==> config.mk <==
export PLATFORM = sky130hd
export DESIGN_NAME = cell_usage_bandwidth_adapter_flat
export DESIGN_NICKNAME = d
export VERILOG_FILES = /design/src/hdl/cuba_pkg.sv /design/src/hdl/cuba_in_if.sv /design/src/hdl/cuba_out_if.sv /design/src/hdl/cuba_cfg_if.sv /design/src/hdl/cuba_window.sv /design/src/hdl/cell_usage_bandwidth_adapter.sv /design/src/flat_wrapper.sv
export SDC_FILE = /design/constraint.sdc
export NUM_CORES = 1
export LEC_CHECK = 0
export BUFFER_PORTS_ARGS = -buffer_cell sky130_fd_sc_hd__clkbuf_2
export CORE_MARGIN = 3
export CORE_UTILIZATION = 50
export DETAILED_ROUTE_END_ITERATION = 8
export PLACE_DENSITY_LB_ADDON = 0.3
export SETUP_SLACK_MARGIN = 0.1
export SYNTH_ARGS = -nofsm -noshare
export SYNTH_HDL_FRONTEND = slang
export SYNTH_HIERARCHICAL = 1
export SYNTH_SLANG_ARGS = --single-unit
export TNS_END_PERCENT = 100
==> constraint.sdc <==
create_clock -name clk -period 6.4 [get_ports clk]
set_input_delay 0.64 -clock clk [delete_from_list [all_inputs] [get_ports clk]]
set_output_delay 0.64 -clock clk [all_outputs]
set_load 0.03 [all_outputs]
==> src/hdl/cuba_pkg.sv <==
`timescale 1ns / 1ps
// ----------------------------------------------------------------------------
// Cell usage adapter package
// Shared widths, codes and structs of the cell usage bandwidth adapter.
// ----------------------------------------------------------------------------
package cuba_pkg;

    localparam int USED_WIDTH = 16;
    localparam int CNT_W      = 8;
    localparam int ELA_W      = 9;
    localparam int USED_IN_W  = 16;
    localparam int USED_SUM_W = ((USED_WIDTH > USED_IN_W) ? USED_WIDTH : USED_IN_W) + 1;
    localparam int CFG_IDX_W  = 3;

    typedef enum logic [2:0] {
        OP_RESET    = 3'd0,
        OP_TICK     = 3'd1,
        OP_PEER     = 3'd2,
        OP_TX_USED  = 3'd3,
        OP_RX_USED  = 3'd4,
        OP_RX_LINK  = 3'd5,
        OP_ADD      = 3'd6,
        OP_DELETE   = 3'd7
    } op_t;

    typedef enum logic [2:0] {
        REQ_NONE    = 3'd0,
        REQ_ADD_TX  = 3'd1,
        REQ_ADD_RX  = 3'd2,
        REQ_DEL_TX  = 3'd3,
        REQ_DEL_RX  = 3'd4,
        REQ_COUNT   = 3'd5
    } req_kind_t;

    typedef enum logic [CFG_IDX_W-1:0] {
        CFG_WINDOW      = 3'd0,
        CFG_USED_HIGH   = 3'd1,
        CFG_USED_LOW    = 3'd2,
        CFG_INIT_RX_HI  = 3'd3,
        CFG_MAX_TX      = 3'd4,
        CFG_MAX_RX      = 3'd5
    } cfg_idx_t;

    localparam logic [CNT_W-1:0] WINDOW_RST    = 8'd100;
    localparam logic [CNT_W-1:0] USED_HIGH_RST = 8'd75;
    localparam logic [CNT_W-1:0] USED_LOW_RST  = 8'd25;
    localparam logic [CNT_W-1:0] INIT_RX_RST   = 8'd75;
    localparam logic [CNT_W-1:0] MAX_CELLS_RST = 8'd8;

    // Limits that steer one direction's window evaluation
    typedef struct packed {
        logic [CNT_W-1:0] window;
        logic [CNT_W-1:0] high;
        logic [CNT_W-1:0] low;
        logic [CNT_W-1:0] max_cells;
        logic [CNT_W-1:0] least;
    } win_lim_t;

    // Outcome of one direction's tick
    typedef struct packed {
        logic [CNT_W-1:0] required;
        logic [ELA_W-1:0] elapsed;
        logic             clear_used;
        logic             idle;
    } win_res_t;

    // One input event as held in the input register
    typedef struct packed {
        op_t              opcode;
        logic             parent_present;
        logic [CNT_W-1:0] tx_now_scheduled;
        logic [CNT_W-1:0] rx_now_scheduled;
        logic             rx_conflicted;
        logic             clear_required;
        logic             cell_kind;
        logic [CNT_W-1:0] delta;
        logic             peer_is_parent;
        logic [USED_IN_W-1:0] used_count;
    } evt_t;

endpackage

==> src/hdl/cuba_in_if.sv <==
`timescale 1ns / 1ps
// ----------------------------------------------------------------------------
// Event channel
// Valid/ready channel that carries one adapter event per transfer.
// ----------------------------------------------------------------------------
interface cuba_in_if import cuba_pkg::*; ();
    logic                   valid;
    logic                   ready;
    logic [2:0]             opcode;
    logic                   parent_present;
    logic [CNT_W-1:0]       tx_now_scheduled;
    logic [CNT_W-1:0]       rx_now_scheduled;
    logic                   rx_conflicted;
    logic                   clear_required;
    logic                   cell_kind;
    logic signed [CNT_W-1:0] delta;
    logic                   peer_is_parent;
    logic [USED_IN_W-1:0]   used_count;

    modport source (
        output valid, opcode, parent_present, tx_now_scheduled, rx_now_scheduled,
               rx_conflicted, clear_required, cell_kind, delta, peer_is_parent,
               used_count,
        input  ready
    );
    modport sink (
        input  valid, opcode, parent_present, tx_now_scheduled, rx_now_scheduled,
               rx_conflicted, clear_required, cell_kind, delta, peer_is_parent,
               used_count,
        output ready
    );
endinterface

==> src/hdl/cuba_out_if.sv <==
`timescale 1ns / 1ps
// ----------------------------------------------------------------------------
// Result channel
// Valid/ready channel that carries one adapter result per transfer.
// ----------------------------------------------------------------------------
interface cuba_out_if import cuba_pkg::*; ();
    logic             valid;
    logic             ready;
    logic [2:0]       request_kind;
    logic             link_granted;
    logic [CNT_W-1:0] tx_required_out;
    logic [CNT_W-1:0] rx_required_out;
    logic [CNT_W-1:0] tx_scheduled_out;
    logic [CNT_W-1:0] rx_scheduled_out;
    logic             keep_alive_pending;

    modport source (
        output valid, request_kind, link_granted, tx_required_out, rx_required_out,
               tx_scheduled_out, rx_scheduled_out, keep_alive_pending,
        input  ready
    );
    modport sink (
        input  valid, request_kind, link_granted, tx_required_out, rx_required_out,
               tx_scheduled_out, rx_scheduled_out, keep_alive_pending,
        output ready
    );
endinterface

==> src/hdl/cuba_cfg_if.sv <==
`timescale 1ns / 1ps
// ----------------------------------------------------------------------------
// Configuration write channel
// Valid/ready register write: index and 8-bit data per transfer.
// ----------------------------------------------------------------------------
interface cuba_cfg_if import cuba_pkg::*; ();
    logic                 valid;
    logic                 ready;
    logic [CFG_IDX_W-1:0] index;
    logic [CNT_W-1:0]     data;

    modport source (
        output valid, index, data,
        input  ready
    );
    modport sink (
        input  valid, index, data,
        output ready
    );
endinterface

==> src/hdl/cuba_window.sv <==
`timescale 1ns / 1ps
// ----------------------------------------------------------------------------
// Usage window evaluator
// One direction's tick: grow elapsed, close the window, adjust required.
// ----------------------------------------------------------------------------
module cuba_window import cuba_pkg::*; (
    input  logic [CNT_W-1:0]      sched,
    input  logic [ELA_W-1:0]      inc,
    input  logic [ELA_W-1:0]      elapsed,
    input  logic [USED_WIDTH-1:0] used,
    input  logic [CNT_W-1:0]      required,
    input  win_lim_t              lim,
    output win_res_t              res
);

    logic [ELA_W-1:0] ela_sum;
    logic             closes;
    logic             over;
    logic             under;

    assign ela_sum = elapsed + inc;
    assign closes  = ela_sum >= ELA_W'(lim.window);
    assign over    = used > USED_WIDTH'(lim.high);
    assign under   = used < USED_WIDTH'(lim.low);

    always_comb
    begin
        res.required   = required;
        res.elapsed    = closes ? '0 : ela_sum;
        res.clear_used = closes;
        res.idle       = closes && !over && under && (used == '0) && (sched != '0);
        if (closes && over)
        begin
            // required < sched + 1, with sched below max so no overflow
            if ((sched < lim.max_cells) && (required <= sched))
                res.required = sched + CNT_W'(1);
        end
        else if (closes && under)
        begin
            // sched > least keeps sched - 1 from wrapping
            if ((sched > lim.least) && (required >= sched))
                res.required = sched - CNT_W'(1);
        end
    end

endmodule

==> src/hdl/cell_usage_bandwidth_adapter.sv <==
`timescale 1ns / 1ps
// ----------------------------------------------------------------------------
// Cell usage bandwidth adapter
// Per-direction TX/RX cell usage tracking and add/delete request decisions.
// ----------------------------------------------------------------------------
// One event is taken every clock cycle while the result side does not stall.
// An event passes an input register, one pass of combinational logic (the
// two per-direction window evaluators and the opcode decode) that updates the
// count registers, and a result register that is loaded as the input stage
// advances. The result register holds a stalled result while the next event
// is already taken; a stall on the result side backs up one event deep before
// ready drops.
// Configuration writes are taken in every cycle.
module cell_usage_bandwidth_adapter import cuba_pkg::*; (
    input  logic       clk,
    input  logic       rst_n,
    cuba_in_if.sink    evt,
    cuba_out_if.source res,
    cuba_cfg_if.sink   cfg
);

    localparam logic [USED_WIDTH-1:0] USED_MAX = {USED_WIDTH{1'b1}};

    // configuration
    logic [CNT_W-1:0] window_reg, used_high_reg, used_low_reg;
    logic [CNT_W-1:0] init_rx_hi_reg, max_tx_reg, max_rx_reg;

    // input stage
    logic s1_valid_reg;
    evt_t s1_reg;
    logic advance;

    // counts
    logic [CNT_W-1:0]      tx_sched_reg, tx_sched_next, rx_sched_reg, rx_sched_next;
    logic [CNT_W-1:0]      tx_req_reg, tx_req_next, rx_req_reg, rx_req_next;
    logic [ELA_W-1:0]      tx_ela_reg, tx_ela_next, rx_ela_reg, rx_ela_next;
    logic [USED_WIDTH-1:0] tx_used_reg, tx_used_next, rx_used_reg, rx_used_next;
    logic                  ka_reg, ka_next;

    // result stage
    logic             res_valid_reg;
    req_kind_t        kind_reg, kind_next;
    logic             granted_reg, granted_next;
    logic [CNT_W-1:0] tx_req_out_reg, rx_req_out_reg, tx_sch_out_reg, rx_sch_out_reg;
    logic             ka_out_reg;

    // window evaluation
    win_lim_t         tx_lim, rx_lim;
    win_res_t         tx_win, rx_win;
    logic [ELA_W-1:0] rx_inc;

    assign cfg.ready = 1'b1;

    always_ff @(posedge clk or negedge rst_n)
    begin
        if (!rst_n)
        begin
            window_reg     <= WINDOW_RST;
            used_high_reg  <= USED_HIGH_RST;
            used_low_reg   <= USED_LOW_RST;
            init_rx_hi_reg <= INIT_RX_RST;
            max_tx_reg     <= MAX_CELLS_RST;
            max_rx_reg     <= MAX_CELLS_RST;
        end
        else if (cfg.valid)
        begin
            case (cfg.index)
                CFG_WINDOW:     window_reg     <= cfg.data;
                CFG_USED_HIGH:  used_high_reg  <= cfg.data;
                CFG_USED_LOW:   used_low_reg   <= cfg.data;
                CFG_INIT_RX_HI: init_rx_hi_reg <= cfg.data;
                CFG_MAX_TX:     max_tx_reg     <= cfg.data;
                CFG_MAX_RX:     max_rx_reg     <= cfg.data;
                default:        ;
            endcase
        end
    end

    // Advance the input stage whenever the result register is free or drains.
    assign advance   = s1_valid_reg && (!res_valid_reg || res.ready);
    assign evt.ready = !s1_valid_reg || advance;

    always_ff @(posedge clk or negedge rst_n)
    begin
        if (!rst_n)
            s1_valid_reg <= 1'b0;
        else if (evt.valid && evt.ready)
            s1_valid_reg <= 1'b1;
        else if (advance)
            s1_valid_reg <= 1'b0;
    end

    always_ff @(posedge clk)
    begin
        if (evt.valid && evt.ready)
        begin
            s1_reg.opcode           <= op_t'(evt.opcode);
            s1_reg.parent_present   <= evt.parent_present;
            s1_reg.tx_now_scheduled <= evt.tx_now_scheduled;
            s1_reg.rx_now_scheduled <= evt.rx_now_scheduled;
            s1_reg.rx_conflicted    <= evt.rx_conflicted;
            s1_reg.clear_required   <= evt.clear_required;
            s1_reg.cell_kind        <= evt.cell_kind;
            s1_reg.delta            <= evt.delta;
            s1_reg.peer_is_parent   <= evt.peer_is_parent;
            s1_reg.used_count       <= evt.used_count;
        end
    end

    // RX high limit follows the scheduled count before the tick loads it.
    always_comb
    begin
        tx_lim.window    = window_reg;
        tx_lim.high      = used_high_reg;
        tx_lim.low       = used_low_reg;
        tx_lim.max_cells = max_tx_reg;
        tx_lim.least     = CNT_W'(1);
        rx_lim.window    = window_reg;
        rx_lim.high      = (rx_sched_reg == '0) ? init_rx_hi_reg : used_high_reg;
        rx_lim.low       = used_low_reg;
        rx_lim.max_cells = max_rx_reg;
        rx_lim.least     = CNT_W'(s1_reg.rx_conflicted);
    end

    // Idle RX link still counts one cell per tick unless conflicted.
    assign rx_inc = (s1_reg.rx_now_scheduled == '0) ? ELA_W'(!s1_reg.rx_conflicted)
                                                    : ELA_W'(s1_reg.rx_now_scheduled);

    cuba_window u_tx_win (
        .sched    (s1_reg.tx_now_scheduled),
        .inc      (ELA_W'(s1_reg.tx_now_scheduled)),
        .elapsed  (tx_ela_reg),
        .used     (tx_used_reg),
        .required (tx_req_reg),
        .lim      (tx_lim),
        .res      (tx_win)
    );

    cuba_window u_rx_win (
        .sched    (s1_reg.rx_now_scheduled),
        .inc      (rx_inc),
        .elapsed  (rx_ela_reg),
        .used     (rx_used_reg),
        .required (rx_req_reg),
        .lim      (rx_lim),
        .res      (rx_win)
    );

    always_comb
    begin
        logic [CNT_W-1:0]      sch;
        logic [CNT_W:0]        mag;
        logic [CNT_W:0]        up_sum;
        logic [USED_SUM_W-1:0] used_sum;

        tx_sched_next = tx_sched_reg;
        rx_sched_next = rx_sched_reg;
        tx_req_next   = tx_req_reg;
        rx_req_next   = rx_req_reg;
        tx_ela_next   = tx_ela_reg;
        rx_ela_next   = rx_ela_reg;
        tx_used_next  = tx_used_reg;
        rx_used_next  = rx_used_reg;
        ka_next       = ka_reg;
        kind_next     = REQ_NONE;
        granted_next  = 1'b0;

        sch      = s1_reg.cell_kind ? rx_sched_reg : tx_sched_reg;
        mag      = (CNT_W+1)'(256) - {1'b0, s1_reg.delta};
        up_sum   = {1'b0, sch} + {1'b0, s1_reg.delta};
        used_sum = USED_SUM_W'(tx_used_reg) + USED_SUM_W'(s1_reg.used_count);

        case (s1_reg.opcode)
            OP_RESET:
            begin
                ka_next       = 1'b0;
                tx_sched_next = '0;
                rx_sched_next = '0;
                tx_ela_next   = '0;
                rx_ela_next   = '0;
                tx_used_next  = '0;
                rx_used_next  = '0;
                if (s1_reg.clear_required)
                begin
                    tx_req_next = CNT_W'(1);
                    rx_req_next = CNT_W'(s1_reg.rx_conflicted);
                end
                if (s1_reg.parent_present)
                begin
                    tx_sched_next = s1_reg.tx_now_scheduled;
                    rx_sched_next = s1_reg.rx_now_scheduled;
                end
            end
            OP_TICK:
            begin
                if (s1_reg.parent_present)
                begin
                    tx_sched_next = s1_reg.tx_now_scheduled;
                    tx_ela_next   = tx_win.elapsed;
                    tx_req_next   = tx_win.required;
                    if (tx_win.clear_used)
                        tx_used_next = '0;
                    if (tx_win.idle)
                        ka_next = 1'b1;
                    rx_sched_next = s1_reg.rx_now_scheduled;
                    rx_ela_next   = rx_win.elapsed;
                    rx_req_next   = rx_win.required;
                    if (rx_win.clear_used)
                        rx_used_next = '0;
                end
            end
            OP_PEER:
            begin
                if ((s1_reg.delta != '0) && s1_reg.parent_present && s1_reg.peer_is_parent)
                begin
                    if (s1_reg.delta[CNT_W-1])
                    begin
                        // drop the change if it would go below zero
                        if ({1'b0, sch} >= mag)
                            sch = sch - mag[CNT_W-1:0];
                    end
                    else
                    begin
                        sch = up_sum[CNT_W] ? {CNT_W{1'b1}} : up_sum[CNT_W-1:0];
                    end
                    if (s1_reg.cell_kind)
                        rx_sched_next = sch;
                    else
                        tx_sched_next = sch;
                end
            end
            OP_TX_USED:
            begin
                if (used_sum > USED_SUM_W'(USED_MAX))
                    tx_used_next = USED_MAX;
                else
                    tx_used_next = used_sum[USED_WIDTH-1:0];
            end
            OP_RX_USED:
            begin
                if (rx_used_reg != USED_MAX)
                    rx_used_next = rx_used_reg + USED_WIDTH'(1);
            end
            OP_RX_LINK:
            begin
                if (rx_req_reg == '0)
                begin
                    rx_req_next  = CNT_W'(1);
                    granted_next = 1'b1;
                end
            end
            OP_ADD:
            begin
                if (s1_reg.rx_conflicted && (rx_sched_reg == '0))
                    kind_next = REQ_ADD_RX;
                else if (tx_sched_reg < tx_req_reg)
                    kind_next = REQ_ADD_TX;
                else if (rx_sched_reg < rx_req_reg)
                    kind_next = REQ_ADD_RX;
            end
            OP_DELETE:
            begin
                if (tx_sched_reg > tx_req_reg)
                    kind_next = REQ_DEL_TX;
                else if (rx_sched_reg > rx_req_reg)
                    kind_next = REQ_DEL_RX;
                else if (ka_reg)
                begin
                    kind_next = REQ_COUNT;
                    ka_next   = 1'b0;
                end
            end
            default: ;
        endcase
    end

    always_ff @(posedge clk or negedge rst_n)
    begin
        if (!rst_n)
        begin
            tx_sched_reg <= '0;
            rx_sched_reg <= '0;
            tx_req_reg   <= '0;
            rx_req_reg   <= '0;
            tx_ela_reg   <= '0;
            rx_ela_reg   <= '0;
            tx_used_reg  <= '0;
            rx_used_reg  <= '0;
            ka_reg       <= 1'b0;
        end
        else if (advance)
        begin
            tx_sched_reg <= tx_sched_next;
            rx_sched_reg <= rx_sched_next;
            tx_req_reg   <= tx_req_next;
            rx_req_reg   <= rx_req_next;
            tx_ela_reg   <= tx_ela_next;
            rx_ela_reg   <= rx_ela_next;
            tx_used_reg  <= tx_used_next;
            rx_used_reg  <= rx_used_next;
            ka_reg       <= ka_next;
        end
    end

    always_ff @(posedge clk or negedge rst_n)
    begin
        if (!rst_n)
            res_valid_reg <= 1'b0;
        else if (advance)
            res_valid_reg <= 1'b1;
        else if (res.ready)
            res_valid_reg <= 1'b0;
    end

    always_ff @(posedge clk)
    begin
        if (advance)
        begin
            kind_reg       <= kind_next;
            granted_reg    <= granted_next;
            tx_req_out_reg <= tx_req_next;
            rx_req_out_reg <= rx_req_next;
            tx_sch_out_reg <= tx_sched_next;
            rx_sch_out_reg <= rx_sched_next;
            ka_out_reg     <= ka_next;
        end
    end

    assign res.valid              = res_valid_reg;
    assign res.request_kind       = kind_reg;
    assign res.link_granted       = granted_reg;
    assign res.tx_required_out    = tx_req_out_reg;
    assign res.rx_required_out    = rx_req_out_reg;
    assign res.tx_scheduled_out   = tx_sch_out_reg;
    assign res.rx_scheduled_out   = rx_sch_out_reg;
    assign res.keep_alive_pending = ka_out_reg;

endmodule

==> src/flat_wrapper.sv <==
// flat-port wrapper written by rule: the top's interface ports become plain ports
module cell_usage_bandwidth_adapter_flat import cuba_pkg::*;
  (clk, rst_n, evt_valid, evt_opcode, evt_parent_present, evt_tx_now_scheduled, evt_rx_now_scheduled, evt_rx_conflicted, evt_clear_required, evt_cell_kind, evt_delta, evt_peer_is_parent, evt_used_count, evt_ready, res_valid, res_request_kind, res_link_granted, res_tx_required_out, res_rx_required_out, res_tx_scheduled_out, res_rx_scheduled_out, res_keep_alive_pending, res_ready, cfg_valid, cfg_index, cfg_data, cfg_ready);
  cuba_in_if evt_i ();
  cuba_out_if res_i ();
  cuba_cfg_if cfg_i ();
  input  logic clk;
  input  logic rst_n;
  input wire logic [$bits(evt_i.valid)-1:0] evt_valid;
  input wire logic [$bits(evt_i.opcode)-1:0] evt_opcode;
  input wire logic [$bits(evt_i.parent_present)-1:0] evt_parent_present;
  input wire logic [$bits(evt_i.tx_now_scheduled)-1:0] evt_tx_now_scheduled;
  input wire logic [$bits(evt_i.rx_now_scheduled)-1:0] evt_rx_now_scheduled;
  input wire logic [$bits(evt_i.rx_conflicted)-1:0] evt_rx_conflicted;
  input wire logic [$bits(evt_i.clear_required)-1:0] evt_clear_required;
  input wire logic [$bits(evt_i.cell_kind)-1:0] evt_cell_kind;
  input wire logic [$bits(evt_i.delta)-1:0] evt_delta;
  input wire logic [$bits(evt_i.peer_is_parent)-1:0] evt_peer_is_parent;
  input wire logic [$bits(evt_i.used_count)-1:0] evt_used_count;
  output wire logic [$bits(evt_i.ready)-1:0] evt_ready;
  output wire logic [$bits(res_i.valid)-1:0] res_valid;
  output wire logic [$bits(res_i.request_kind)-1:0] res_request_kind;
  output wire logic [$bits(res_i.link_granted)-1:0] res_link_granted;
  output wire logic [$bits(res_i.tx_required_out)-1:0] res_tx_required_out;
  output wire logic [$bits(res_i.rx_required_out)-1:0] res_rx_required_out;
  output wire logic [$bits(res_i.tx_scheduled_out)-1:0] res_tx_scheduled_out;
  output wire logic [$bits(res_i.rx_scheduled_out)-1:0] res_rx_scheduled_out;
  output wire logic [$bits(res_i.keep_alive_pending)-1:0] res_keep_alive_pending;
  input wire logic [$bits(res_i.ready)-1:0] res_ready;
  input wire logic [$bits(cfg_i.valid)-1:0] cfg_valid;
  input wire logic [$bits(cfg_i.index)-1:0] cfg_index;
  input wire logic [$bits(cfg_i.data)-1:0] cfg_data;
  output wire logic [$bits(cfg_i.ready)-1:0] cfg_ready;
  assign evt_i.valid = evt_valid;
  assign evt_i.opcode = evt_opcode;
  assign evt_i.parent_present = evt_parent_present;
  assign evt_i.tx_now_scheduled = evt_tx_now_scheduled;
  assign evt_i.rx_now_scheduled = evt_rx_now_scheduled;
  assign evt_i.rx_conflicted = evt_rx_conflicted;
  assign evt_i.clear_required = evt_clear_required;
  assign evt_i.cell_kind = evt_cell_kind;
  assign evt_i.delta = evt_delta;
  assign evt_i.peer_is_parent = evt_peer_is_parent;
  assign evt_i.used_count = evt_used_count;
  assign evt_ready = evt_i.ready;
  assign res_valid = res_i.valid;
  assign res_request_kind = res_i.request_kind;
  assign res_link_granted = res_i.link_granted;
  assign res_tx_required_out = res_i.tx_required_out;
  assign res_rx_required_out = res_i.rx_required_out;
  assign res_tx_scheduled_out = res_i.tx_scheduled_out;
  assign res_rx_scheduled_out = res_i.rx_scheduled_out;
  assign res_keep_alive_pending = res_i.keep_alive_pending;
  assign res_i.ready = res_ready;
  assign cfg_i.valid = cfg_valid;
  assign cfg_i.index = cfg_index;
  assign cfg_i.data = cfg_data;
  assign cfg_ready = cfg_i.ready;
  cell_usage_bandwidth_adapter u_core (.clk(clk), .rst_n(rst_n), .evt(evt_i), .res(res_i), .cfg(cfg_i));
endmodule
Word level (Yosys, flattened, before mapping)
Cells that the tools add are included.
{ "totals": {"register_bits": 218, "output_inout_bits": 40} }
{ "op_classes": {"n_addsub": 11, "magnitude_cmp": 20, "eq_ne": 17, "n_mux": 62, "reduce_logical": 45} }
{ "op_table": {"columns": ["op", "n"], "rows": [
  ["two-way mux 8 bit", 27],
  ["two-way mux 16 bit", 6],
  ["case mux 16 bit (3 select lines)", 2],
  ["case mux 8 bit (3 select lines)", 3],
  ["two-way mux 9 bit", 4],
  ["case mux 9 bit (2 select lines)", 2],
  ["greater-than comparator 16 x 8 -> 1 bit", 2],
  ["less-than comparator 16 x 8 -> 1 bit", 2],
  ["less-than comparator 8 bit", 4],
  ["zero test 8 bit", 3],
  ["equality test 3 bit, second input constant", 6],
  ["greater-or-equal comparator 9 x 8 -> 1 bit", 2],
  ["adder 16 x 16 -> 17 bit", 1],
  ["greater-than comparator 17 x 16 -> 1 bit, second input constant", 1],
  ["logical AND 1 bit", 17],
  ["adder 16 x 1 -> 16 bit, second input constant", 1],
  ["adder 8 x 1 -> 8 bit, second input constant", 2],
  ["greater-or-equal comparator 8 bit", 2],
  ["greater-than comparator 8 bit", 2],
  ["less-or-equal comparator 8 bit", 2],
  ["zero test 16 bit", 1],
  ["!= test 16 bit, second input constant", 1],
  ["case mux 8 bit (2 select lines)", 1],
  ["nonzero test 8 bit", 2],
  ["27 further kinds", 59]
]} }

Depth between registers and ports, before layout
Gate-level depths: netlist of run 1.
{ "depth": {"ltp_word": 9, "mapped_depth": 25, "ltp_nobuf": 22} }

Hierarchy
Netlist of run 1, hierarchy kept.
{ "modules_own_cells": {"columns": ["mod", "n_inst", "cells_per_inst", "area_per_inst_um2", "seq_area_each_um2"], "rows": [
  ["cell_usage_bandwidth_adapter", 1, 1085, 11473.5, 5900.7],
  ["cuba_window at u_core.u_tx_win", 1, 289, 2093.3, 0.0],
  ["cuba_window at u_core.u_rx_win", 1, 297, 2059.5, 0.0]
]} }

Worst setup path after synthesis of run 1
OpenSTA, ideal clock, no wires.
{ "synth_timing": {"kind": "reg2reg", "startpoint": "register u_core/s1_reg[29] (netlist name)", "endpoint": "register u_core.rx_used_reg[12]", "setup_ns": 0.078, "arrival_time_ns": 4.205, "slack_ns": 2.117, "path_stages_with_launch": 23, "period_less_slack_ns": 4.283, "cell_sequence": "edfxtp_1 > nor4_1 > a21o_1 > ha_1 > fa_1 > a211oi_2 > o21ai_0 > xnor2_1 > inv_1 > ha_1 > nand3_1 > a21oi_1 > a32oi_1 > o2111ai_1 > buf_2 > buf_4 > nand2_1 > o21ai_0 > nand3b_1 > or3_1 > clkbuf_1 > or3_1 > a21oi_1"} }
{ "synth_between": {"elab_chain_cells": 6} }
{ "synth_rtl": {"columns": ["item", "line_no", "rtl"], "rows": [
  ["from (decl)", "cell_usage_bandwidth_adapter.sv:30", "evt_t s1_reg;"],
  ["zero test 8 bit", "cell_usage_bandwidth_adapter.sv:126", "assign rx_inc = (s1_reg.rx_now_scheduled == '0) ? ELA_W'(!s1_reg.rx_conflicted)"],
  ["two-way mux 8 bit", "cell_usage_bandwidth_adapter.sv:126", null],
  ["named net u_core.rx_inc[0]", "cell_usage_bandwidth_adapter.sv:50", "logic [ELA_W-1:0] rx_inc;"],
  ["adder 9 bit", "cuba_window.sv:21", "assign ela_sum = elapsed + inc;"],
  ["greater-or-equal comparator 9 x 8 -> 1 bit", "cuba_window.sv:22", "assign closes = ela_sum >= ELA_W'(lim.window);"],
  ["named net u_core.u_rx_win.closes", "cuba_window.sv:17", "logic closes;"],
  ["!= test 2 bit (no source line)", null, null],
  ["AND reduction 5 bit (no source line)", null, null],
  ["to (signal assigned)", "cell_usage_bandwidth_adapter.sv:300", "rx_used_reg <= rx_used_next;"],
  ["to (decl)", "cell_usage_bandwidth_adapter.sv:37", "logic [USED_WIDTH-1:0] tx_used_reg, tx_used_next, rx_used_reg, rx_used_next;"]
]} }
The timed path passes the listed nets, and every way through them passes these cells.
A chain may end at the register's enable or synchronous reset.

==> results of run 1 <==
routing by layer:
layer	share of wire, %	routed length, µm	vias up
li1	-	-	6207
met1	45	18600	6210
met2	46	18600	399
met3	6.2	2550	74
met4	2.8	1140	0
met5	0	0	-
how the worst max path moves through the flow:
| stage | end | slack, ns | cells past startpoint |
|---|---|---|---|
| floorplan | u_core/rx_used_reg[8]$_DFFE_PN0P_ | 2.13 | 22 |
| global placement | u_core/rx_req_reg[0]$_DFFE_PN0P_ | 1.17 | 20 |
| detailed placement | u_core/rx_req_reg[0]$_DFFE_PN0P_ | 1.05 | 20 |
| CTS | u_core/rx_req_reg[0]$_DFFE_PN0P_ | 1.02 | 20 |
| global route | u_core/rx_req_reg[0]$_DFFE_PN0P_ | 0.45 | 20 |
| finish | u_core/rx_req_reg[0]$_DFFE_PN0P_ | 0.94 | 20 |
power groups by stage:
stage	Sequential, mW	Clock, mW	Combinational (mW)
finish	1.99	1.57	2.10
detailed placement	2.01	0	2.07
global route	2.02	1.67	2.37
CTS	1.99	1.61	2.08
floorplan	1.99	0	1.53
global placement	2.00	0	1.99
area by class of cell:
type / instances / share of cell area [%]
Clock buffer: 34 / 4.40
Multi-Input combinational cell: 1237 / 50.8
Tap cell: 396 / 2.85
Sequential cell: 218 / 34.0
Timing Repair Buffer: 119 / 3.71
Clock inverter: 14 / 0.900
Inverter: 157 / 3.39
through the flow:
step	hold slack, ns	util [%]	cell area, µm²	setup WS, ns	cells
CTS	0.192	56.6	17400	1.02	2175
finish	0.133	56.6	17400	0.941	2175
global placement	0.471	53.6	16500	1.17	2127
global route	0.214	56.6	17400	0.447	2175
detailed placement	0.476	53.6	16500	1.05	2127
floorplan	0.344	-	15700	2.13	1681
layout by cell type, fill, tap and decap left out, drive strengths merged, types with 14 or more instances in the layout:
cell,instances
and3,15
inv,157
nor2,102
mux2,62
dfstp,16
dfrtp,117
nand2,165
nor4,19
a21oi,126
nand2b,20
nor2b,22
o21ai,118
clkbuf,135
a211oi,18
edfxtp,85
buf,18
ha,164
a22o,17
o211ai,17
a21o,36
xor2,23
nand4,23
a31oi,23
nand3,21
mux2i,17
nor3,23
xnor2,23
conb,20
a221oi,14
==> metrics.yaml, run 1 <==
status: "complete, no violations"
p_int_mw: 3.57
syn-cell-area_mm2: 0.0156
timing.rr.start: "u_core/s1_reg[34]$_DFFE_PP_"
p_leak_nw: 7.94
first_iter_violations: 1068
grt_first_pass_wirelength_mm: 66.1
power_switching_mw: 2.10
rrSetupSlack_ns: 0.94
core_mm2: 0.0307
cp-end-kind: "register"
cp_top_family: "compound AO/OA/AOI/OAI gates"
hpwl_mm: 30.1
startpoint_type: "register"
drive_gt1_share_pct: 16.0
largest_reg_flops: 47
yosysWarningCount: 6
drt-pass1-iter-count: 6
chipHeight_um: 183
rsz0062_at_grt: "false"
min_period_ns: 5.46
timing.final.crit_share_pct: 85.3
postSynthAreaPerCell_um2: 9.36
grt.total_usage_pct: 24.2
wl_per_cell_um: 18.8
maxCapViolCount: 0
die_area_mm2: 0.0333
routed_wl_mm: 40.9
startpoint: "u_core/s1_reg[34]$_DFFE_PP_"
antenna_found_initial: 0
grt_pass1_vias: 12400
worst_slew_pin_slew_ns: 1.12
die_width_um: 183
clkPwrFrac_pct: 27.7
use_met2_pct: 39.0
via_per_inst: 5.93
via_count: 12900
hold_viol_final: 0
slew_violations: 0
nFillCells: 2702
ios: 104
slowest_delay_ns: 0.70
r2r_cells: 20
ant_nets: 0
timing_worst_setup_path_type: "reg2reg"
layout.nets: 1992
rows: 64
area_growth_syn_to_layout_pct: 11.4
cts_hold_buf: 0
cts_made_buffers: 26
hold_class: "in2async"
vdd_drop_max_uv: 216
r2r-end: "u_core/rx_req_reg[0]$_DFFE_PN0P_"
clk_latency_ns: 0.54
finalSetupTns_ns: 0
cp_max_fo: 16
cts-root-buf: "clkbuf_16"
port_buffers: 102
pwr-share-seq_pct: 35.2
cts_buffer_depth: 3
gp_congestion: 0.901
tritoncts: "yes"
grt_remaining_overflow: 0
power_mw: 5.67
multi_input_area_mm2: 0.00882
drcViolationCount: 0
synth_cells: 1665
p_per_area_mw_per_mm2: 326
post_cts_resized: 0
cts_sinks: 218
clk_pin_slew_ns: 0.06
cts_setup_buffers: 0
swShare_pct: 37.1
grt_max_degree: 87
cp_data_arrival_time_ns: 5.88
p_comb_share_pct: 37.1
use_met3_pct: 3.53
top_usage_layer: "met2"
clock_skew_ns: 0.0137
cpMaxStageDelayCell: "edfxtp_1"
slew_headroom_pct: 24.4
required_ns: 6.83
cts_max_level: 1
initial_utilization_pct: 50.8
met1_usage_pct: 34.2
max_freq_ghz: 0.183
crit_buf_inv: 1
diodes: 0
ff_latch_area_mm2: 0.00590
path_cells: "nor4_1, a21o_1, ha_1, fa_1, a21oi_1, nor2_1, nor2_1, xor2_1, inv_1, ha_1, a211oi_1, o21ai_0, a32oi_1, o2111ai_1, and4b_1, nor2_2, a21oi_1, a221oi_1, o21ai_0, mux2_2"
finalSetupViolations: 0
No activity file was read; power rests on OpenSTA's default activity.
==> inputs of run 2 (changes only) <==
--- a/config.mk
+++ b/config.mk
@@ -5,10 +5,10 @@
 export SDC_FILE = /design/constraint.sdc
 export NUM_CORES = 1
 export LEC_CHECK = 0
-export BUFFER_PORTS_ARGS = -buffer_cell sky130_fd_sc_hd__clkbuf_2
 export CORE_MARGIN = 3
 export CORE_UTILIZATION = 50
 export DETAILED_ROUTE_END_ITERATION = 8
+export DONT_BUFFER_PORTS = 1
 export PLACE_DENSITY_LB_ADDON = 0.3
 export SETUP_SLACK_MARGIN = 0.1
 export SYNTH_ARGS = -nofsm -noshare
==> run 2 against run 1 <==
Net effect: global-route usage shrank 0.30 points; sequential power up 5%; worst setup slack better by 0.25 ns; critical endpoint unchanged; hold slack worse by 0.12 ns; clock-buffer cell count increased by 2; highest routed layer unchanged; first-iteration DRC count up 2.7%; clock skew shrank 0.0011 ns; clock power up 6%; largest power group is now sequential cells; cell count decreased by 4.6%; sequential share of layout area grew 0.86 points.
==> metrics.yaml, run 2 (synthesis gave the netlist of run 1 again) <==
cts-root-buf: "clkbuf_16"
gp_congestion: 0.907  # +0.64%
grt_first_pass_wirelength_mm: 65.4  # -0.96%
p_int_mw: 3.60  # +1.0%
grt_max_degree: 134  # +54%
clk_latency_ns: 0.55  # about the same
cp-end-kind: "register"
die_width_um: 183  # unchanged
first_iter_violations: 1097  # +2.7%
grt.total_usage_pct: 23.9  # -0.30 points
worst_slew_pin_slew_ns: 1.22  # +0.0965 ns
grt_remaining_overflow: 0  # unchanged
cp_max_fo: 16  # unchanged
initial_utilization_pct: 50.8  # unchanged
place_ws_ns: 1.31  # +0.258 ns
timing.final.crit_share_pct: 81.4  # -3.9 points
required_ns: 6.83  # about the same
path_cells: "nor4_1, a21o_1, ha_1, fa_1, a21oi_1, nor2_1, nor2_1, xor2_1, inv_1, ha_1, a211oi_1, o21ai_0, a32oi_1, o2111ai_1, and4b_1, nor2_2, a21oi_1, a221oi_1, o21ai_0, mux2_2"
clkPwrFrac_pct: 29.3  # +1.6 points
grt_pass1_vias: 12200  # -1.6%
max_freq_ghz: 0.192  # +4.8%
cts_max_level: 1  # unchanged
layout.nets: 1891  # -5.1%
cts_setup_buffers: 0  # unchanged
cts_hold_buf: 1  # +1
cts_sinks: 218  # unchanged
finalSetupTns_ns: 0  # unchanged
ant_nets: 0  # unchanged
via_per_inst: 5.99  # +1.1%
layout_commonest_cell: "nand2_1"
cts_made_buffers: 27  # +3.8%
post_cts_resized: 0  # unchanged
p_comb_share_pct: 34.2  # -2.9 points
slowest_delay_ns: 0.65  # -0.05 ns
startpoint_type: "register"
finalWorstSetupSlack_ns: 1.19  # +0.251 ns
drive_gt1_share_pct: 11.1  # -4.8 points
antenna_found_initial: 0  # unchanged
timing_worst_setup_path_type: "reg2reg"
core_mm2: 0.0307  # unchanged
maxCapViolCount: 0  # unchanged
hold_class: "in2async"
top_usage_layer: "met2"
clk_pin_slew_ns: 0.07  # about the same
wl_per_cell_um: 19.3  # +2.9%
rrSetupSlack_ns: 1.19  # +0.25 ns
cp_data_arrival_time_ns: 5.64  # -0.24 ns
use_met3_pct: 3.43  # -0.10 points
diodes: 0  # unchanged
rows: 64  # unchanged
min_period_ns: 5.21  # -0.251 ns
use_met2_pct: 37.7  # -1.2 points
pwr-share-seq_pct: 36.5  # +1.3 points
drcViolationCount: 0  # unchanged
clock_skew_ns: 0.0125  # -0.00115 ns
slew_violations: 0  # unchanged
vdd_drop_max_uv: 255  # +18%
slew_headroom_pct: 18.7  # -5.6 points
ios: 104  # unchanged
final_cell_mix: "nand2_1 (165), ha_1 (164), inv_1 (155), a21oi_1 (126), dfrtp_1 (117)"
via_count: 12400  # -3.6%
power_switching_mw: 2.09  # -0.49%
holdWs_ns: 0.0171  # -0.116 ns
rsz0062_at_grt: "false"
status: "complete, no violations"
p_per_area_mw_per_mm2: 336  # +3.0%
drt-pass1-iter-count: 5  # -1
chipHeight_um: 183  # unchanged
swShare_pct: 36.7  # -0.35 points
hpwl_mm: 29.2  # -2.7%
area_growth_syn_to_layout_pct: 8.67
cts_buffer_depth: 3  # unchanged
finalSetupViolations: 0  # unchanged
port_buffers: 0  # -100%
met1_usage_pct: 34.3  # +0.12 points
largest_reg_flops: 47  # unchanged
hold_viol_final: 0  # unchanged
routed_wl_mm: 40.1  # -1.8%
p_leak_nw: 7.56  # -4.7%
die_area_mm2: 0.0333  # unchanged
tritoncts: "yes"
cpMaxStageDelayCell: "edfxtp_1"
[run 2: power groups by stage]
stage               Combinational (mW)  Clock [mW]  Sequential (mW)
floorplan                         1.53           0             1.99
global placement                  1.83           0             2.09
detailed placement                1.90           0             2.10
CTS                               1.93        1.70             2.07
global route                      2.20        1.76             2.11
finish                            1.95        1.67             2.08
[run 2: layout make-up]
| type | count | area, µm² |
|---|---|---|
| Clock buffer | 36 | 823 |
| Inverter | 157 | 589 |
| Multi-Input combinational cell | 1237 | 8820 |
| Clock inverter | 14 | 164 |
| Fill cell | 2681 | 13700 |
| Sequential cell | 218 | 5900 |
| Timing Repair Buffer | 17 | 148 |
| Tap cell | 396 | 495 |
[run 2: final timing paths]
| kind | start | endpoint | cells after the start |
|---|---|---|---|
| min | rst_n | u_core/rx_used_reg[10]$_DFFE_PN0P_ | 1 |
| min in group clk | evt_rx_now_scheduled[0] | u_core/s1_reg[28]$_DFFE_PP_ | 0 |
| min reg2reg | u_core/tx_ela_reg[7]$_DFFE_PN0P_ | u_core/tx_ela_reg[7]$_DFFE_PN0P_ | 2 |
| max in group asynchronous | rst_n | u_core/rx_sched_reg[4]$_DFFE_PN0P_ | 1 |
| max | u_core/s1_reg[29]$_DFFE_PP_ | u_core/rx_req_reg[0]$_DFFE_PN0P_ | 20 |
| max reg2reg | u_core/s1_reg[29]$_DFFE_PP_ | u_core/rx_req_reg[0]$_DFFE_PN0P_ | 20 |
[run 2: critical path: cells and delay by family, from the launching register on]
kind | cells | cell delay, ns
flops | 1 | 0.65
fa+ha+maj | 3 | 0.95
xor+xnor | 1 | 0.20
compound gates | 9 | 1.72
buf+inv | 1 | 0.08
simple gates | 5 | 1.22
mux | 1 | 0.28
[run 2: metrics by stage]
| stage | utilization [%] | power [mW] | cells | area (µm²) |
|---|---|---|---|---|
| 2_1_floorplan | - | 3.52 | 1681 | 15700 |
| 3_3_place_gp | 51.9 | 3.92 | 2024 | 15900 |
| 3_5_place_dp | 51.9 | 3.99 | 2024 | 15900 |
| 4_1_cts | 55.2 | 5.70 | 2075 | 16900 |
| 5_1_grt | 55.2 | 6.07 | 2075 | 16900 |
| 6_report | 55.2 | 5.70 | 2075 | 16900 |
[run 2: layer usage]
layer | share of wire, % | vias up | wire length (µm)
li1 | - | 5998 | -
met1 | 46 | 5965 | 18400
met2 | 45 | 389 | 18100
met3 | 6.1 | 77 | 2440
met4 | 3.0 | 0 | 1190
met5 | 0 | - | 0
==> inputs of run 3 (changes only) <==
==> constraint.sdc (replaced) <==
create_clock -name clk -period 4.2 [get_ports clk]
set_input_delay 0.42 -clock clk [delete_from_list [all_inputs] [get_ports clk]]
set_output_delay 0.42 -clock clk [all_outputs]
set_load 0.03 [all_outputs]
==> run 3 against run 2 <==
Net effect: the run now ends with negative setup slack left; register-to-register slack worse by 1.4 ns; critical path type unchanged; via count is 5.4% higher; non-clock buffer count is 116 higher; worst setup slack worse by 1.4 ns; largest cell class unchanged; sequential power is 51% higher; sequential share of layout area is 2.4 points lower; combinational power is 69% higher; cell count is 5.7% higher.
==> metrics.yaml, run 3 (synthesis gave the netlist of run 1 again) <==
cts_buffer_depth: 3  # unchanged
timing.final.crit_share_pct: 105  # +24 points
p_per_area_mw_per_mm2: 473  # +41%
r2r-end: "u_core/rx_req_reg[6]$_DFFE_PN0P_"
required_ns: 4.57  # -2.26 ns
vdd_drop_max_uv: 418  # +64%
drt-pass1-iter-count: 5  # unchanged
max_freq_ghz: 0.227  # +18%
grt_remaining_overflow: 0  # unchanged
slew_headroom_pct: 24.6  # +5.9 points
cp_data_arrival_time_ns: 4.79  # -0.85 ns
via_count: 13100  # +5.4%
crit_buf_inv: 3  # +2
die_area_mm2: 0.0333  # unchanged
hold_path_depth: 1
first_iter_violations: 1000  # -8.8%
initial_utilization_pct: 50.8  # unchanged
grt_pass1_vias: 12600  # +3.3%
p_int_mw: 5.35  # +48%
cts_made_buffers: 27  # unchanged
timing.rr.start: "u_core/s1_reg[30]$_DFFE_PP_"
rows: 64  # unchanged
ios: 104  # unchanged
routed_wl_mm: 42.0  # +4.5%
nFillCells: 2609  # -2.7%
layout.nets: 2008  # +6.2%
maxCapViolCount: 0  # unchanged
startpoint_type: "register"
whs_endpoint: "u_core/used_low_reg[0]$_DFFE_PN1P_"
power_switching_mw: 3.26  # +56%
path_cells: "nor4_2, a21o_1, ha_4, fa_2, a21oi_2, nor2_1, nor2_1, xor2_1, inv_1, ha_4, a211oi_2, o21ai_1, a32oi_2, o2111ai_2, buf_6, and4bb_4, buf_4, a221oi_2, a31oi_1, a21o_1, a22o_1, nand2_1, o21ai_1"
clock_skew_ns: 0.0148  # +0.00230 ns
rrSetupSlack_ns: -0.21  # -1.40 ns
grt_first_pass_wirelength_mm: 66.9  # +2.2%
cts-root-buf: "clkbuf_16"
die_width_um: 183  # unchanged
drcViolationCount: 0  # unchanged
gp_congestion: 0.933  # +2.9%
swShare_pct: 37.9  # +1.1 points
cpMaxStageDelayCell: "fa_2"
clk_pin_slew_ns: 0.06  # about the same
port_buffers: 0  # unchanged
slew_violations: 0  # unchanged
finalWorstSetupSlack_ns: -0.211  # -1.40 ns
chipHeight_um: 183  # unchanged
wl_per_cell_um: 19.1  # -1.2%
pwr-share-seq_pct: 36.6  # about the same
hold_class: "in2reg"
ant_nets: 0  # unchanged
antenna_found_initial: 1  # +1
grt_max_degree: 134  # unchanged
cp_max_fo: 8  # -8
area_growth_syn_to_layout_pct: 16.7
hpwl_mm: 29.9  # +2.2%
min_period_ns: 4.41  # -0.798 ns
largest_reg_flops: 47  # unchanged
clkPwrFrac_pct: 25.2  # -4.1 points
power_mw: 8.60  # +51%
cts_sinks: 218  # unchanged
tritoncts: "yes"
r2r_cells: 23  # +15%
grt.total_usage_pct: 24.5  # +0.62 points
final_util_pct: 59.3  # +4.1 points
core_mm2: 0.0307  # unchanged
status: "finished, violations left"
clk_latency_ns: 0.54  # about the same
finalSetupViolations: 30  # +30
p_comb_share_pct: 38.2  # +4.0 points
via_per_inst: 5.97  # -0.32%
p_leak_nw: 8.08  # +6.8%
violations: "negative setup slack"
cp_top_family: "compound AO/OA/AOI/OAI gates"
cts_max_level: 1  # unchanged
layout_commonest_cell: "ha_1"
final_cell_mix: "ha_1 (160), nand2_1 (157), inv_1 (155), dfrtp_1 (117), a21oi_1 (116)"
worstHoldStart: "cfg_data[0]"
slowest_delay_ns: 0.40  # -0.25 ns
rsz0062_at_grt: "true"
hold_viol_final: 0  # unchanged
worst_slew_pin_slew_ns: 1.13  # -0.0914 ns
timing_worst_setup_path_type: "reg2reg"
cp-end-kind: "register"
drive_gt1_share_pct: 16.2  # +5.1 points
==> run 3: cell types whose count changed in the layout (fill, tap and decap cells not counted), sizes merged <==
cell,change
inv,-7
clkbuf,-3
clkinv,+7
dlygate4sd3,+58
clkinvlp,+5
bufinv,-2
buf,+58
and4b,+1
diode,+2
==> run 3: layer usage <==
metal  global-route usage, %  part of all wire [%]  up-vias
met2                    39.5                    46      448
met1                    34.6                    45     6321
met4                    7.13                   2.6        0
met3                    3.55                   6.2       80
met5                       0                     0        -
li1                        -                     -     6251
==> run 3: how the worst max path moves through the flow <==
stage,startpoint,end,depth (start not counted)
6_report,u_core/s1_reg[30]$_DFFE_PP_,u_core/rx_req_reg[6]$_DFFE_PN0P_,23
4_1_cts,u_core/s1_reg[34]$_DFFE_PP_,u_core/rx_req_reg[6]$_DFFE_PN0P_,22
3_5_place_dp,u_core/rx_lim[0]$_DFFE_PP_,u_core/rx_used_reg[4]$_DFFE_PN0P_,23
5_1_grt,u_core/s1_reg[33]$_DFFE_PP_,u_core/rx_req_reg[6]$_DFFE_PN0P_,23
2_1_floorplan,u_core/s1_reg[29]$_DFFE_PP_,u_core/rx_used_reg[8]$_DFFE_PN0P_,24
3_3_place_gp,u_core/rx_lim[0]$_DFFE_PP_,u_core/rx_used_reg[3]$_DFFE_PN0P_,24
==> run 3: worst reg2reg max path, stage by stage (launching register included) <==
cell       delay, ns
edfxtp_1        0.38
nor4_2          0.05
a21o_1          0.22
ha_4            0.18
fa_2            0.40
a21oi_2         0.16
nor2_1          0.06
nor2_1          0.12
xor2_1          0.26
inv_1           0.12
ha_4            0.23
a211oi_2        0.19
o21ai_1         0.11
a32oi_2         0.20
o2111ai_2       0.20
buf_6           0.18
and4bb_4        0.25
buf_4           0.15
a221oi_2        0.22
a31oi_1         0.07
a21o_1          0.16
a22o_1          0.22
nand2_1         0.06
o21ai_1         0.08
==> run 3: power groups by stage <==
| stage | Sequential, mW | Combinational (mW) | Clock [mW] |
|---|---|---|---|
| after floorplan | 3.03 | 2.33 | 0 |
| after global placement | 3.16 | 2.88 | 0 |
| after detailed placement | 3.17 | 2.99 | 0 |
| after CTS | 3.13 | 3.12 | 2.23 |
| after global routing | 3.19 | 3.68 | 2.32 |
| final | 3.15 | 3.29 | 2.17 |
==> run 3: layout make-up <==
class / instances / area [µm²] / share of cell area, %
Multi-Input combinational cell: 1238 / 9190 / 50.5
Clock buffer: 33 / 698 / 3.84
Tap cell: 396 / 495 / 2.72
Antenna cell: 2 / 5.00 / 0.0275
Timing Repair Buffer: 133 / 1200 / 6.59
Sequential cell: 218 / 5900 / 32.4
Inverter: 157 / 589 / 3.24
Clock inverter: 17 / 121 / 0.667
==> run 3: through the flow <==
| stage | instance area, µm² | setup TNS, ns | cells | worst slack [ns] | hold WS [ns] |
|---|---|---|---|---|---|
| after global routing | 18200 | -8.54 | 2194 | -0.381 | 0.00717 |
| after floorplan | 15700 | 0 | 1681 | 0.105 | 0.124 |
| after global placement | 16200 | -0.710 | 2064 | -0.106 | 0.129 |
| final | 18200 | -2.56 | 2194 | -0.211 | 0.0356 |
| after detailed placement | 16200 | -3.36 | 2064 | -0.219 | 0.129 |
| after CTS | 17800 | 0 | 2178 | 0.0302 | 0.000152 |
==> run 3: repair_timing <==
action	4_1_cts	5_1_grt
hold buffers	59	0
endpoints found under the setup margin	35	46
buffers inserted	5	12
gates cloned	0	2
resized for setup	28	60
pin swaps	17	35
hold endpoints to repair	221	0
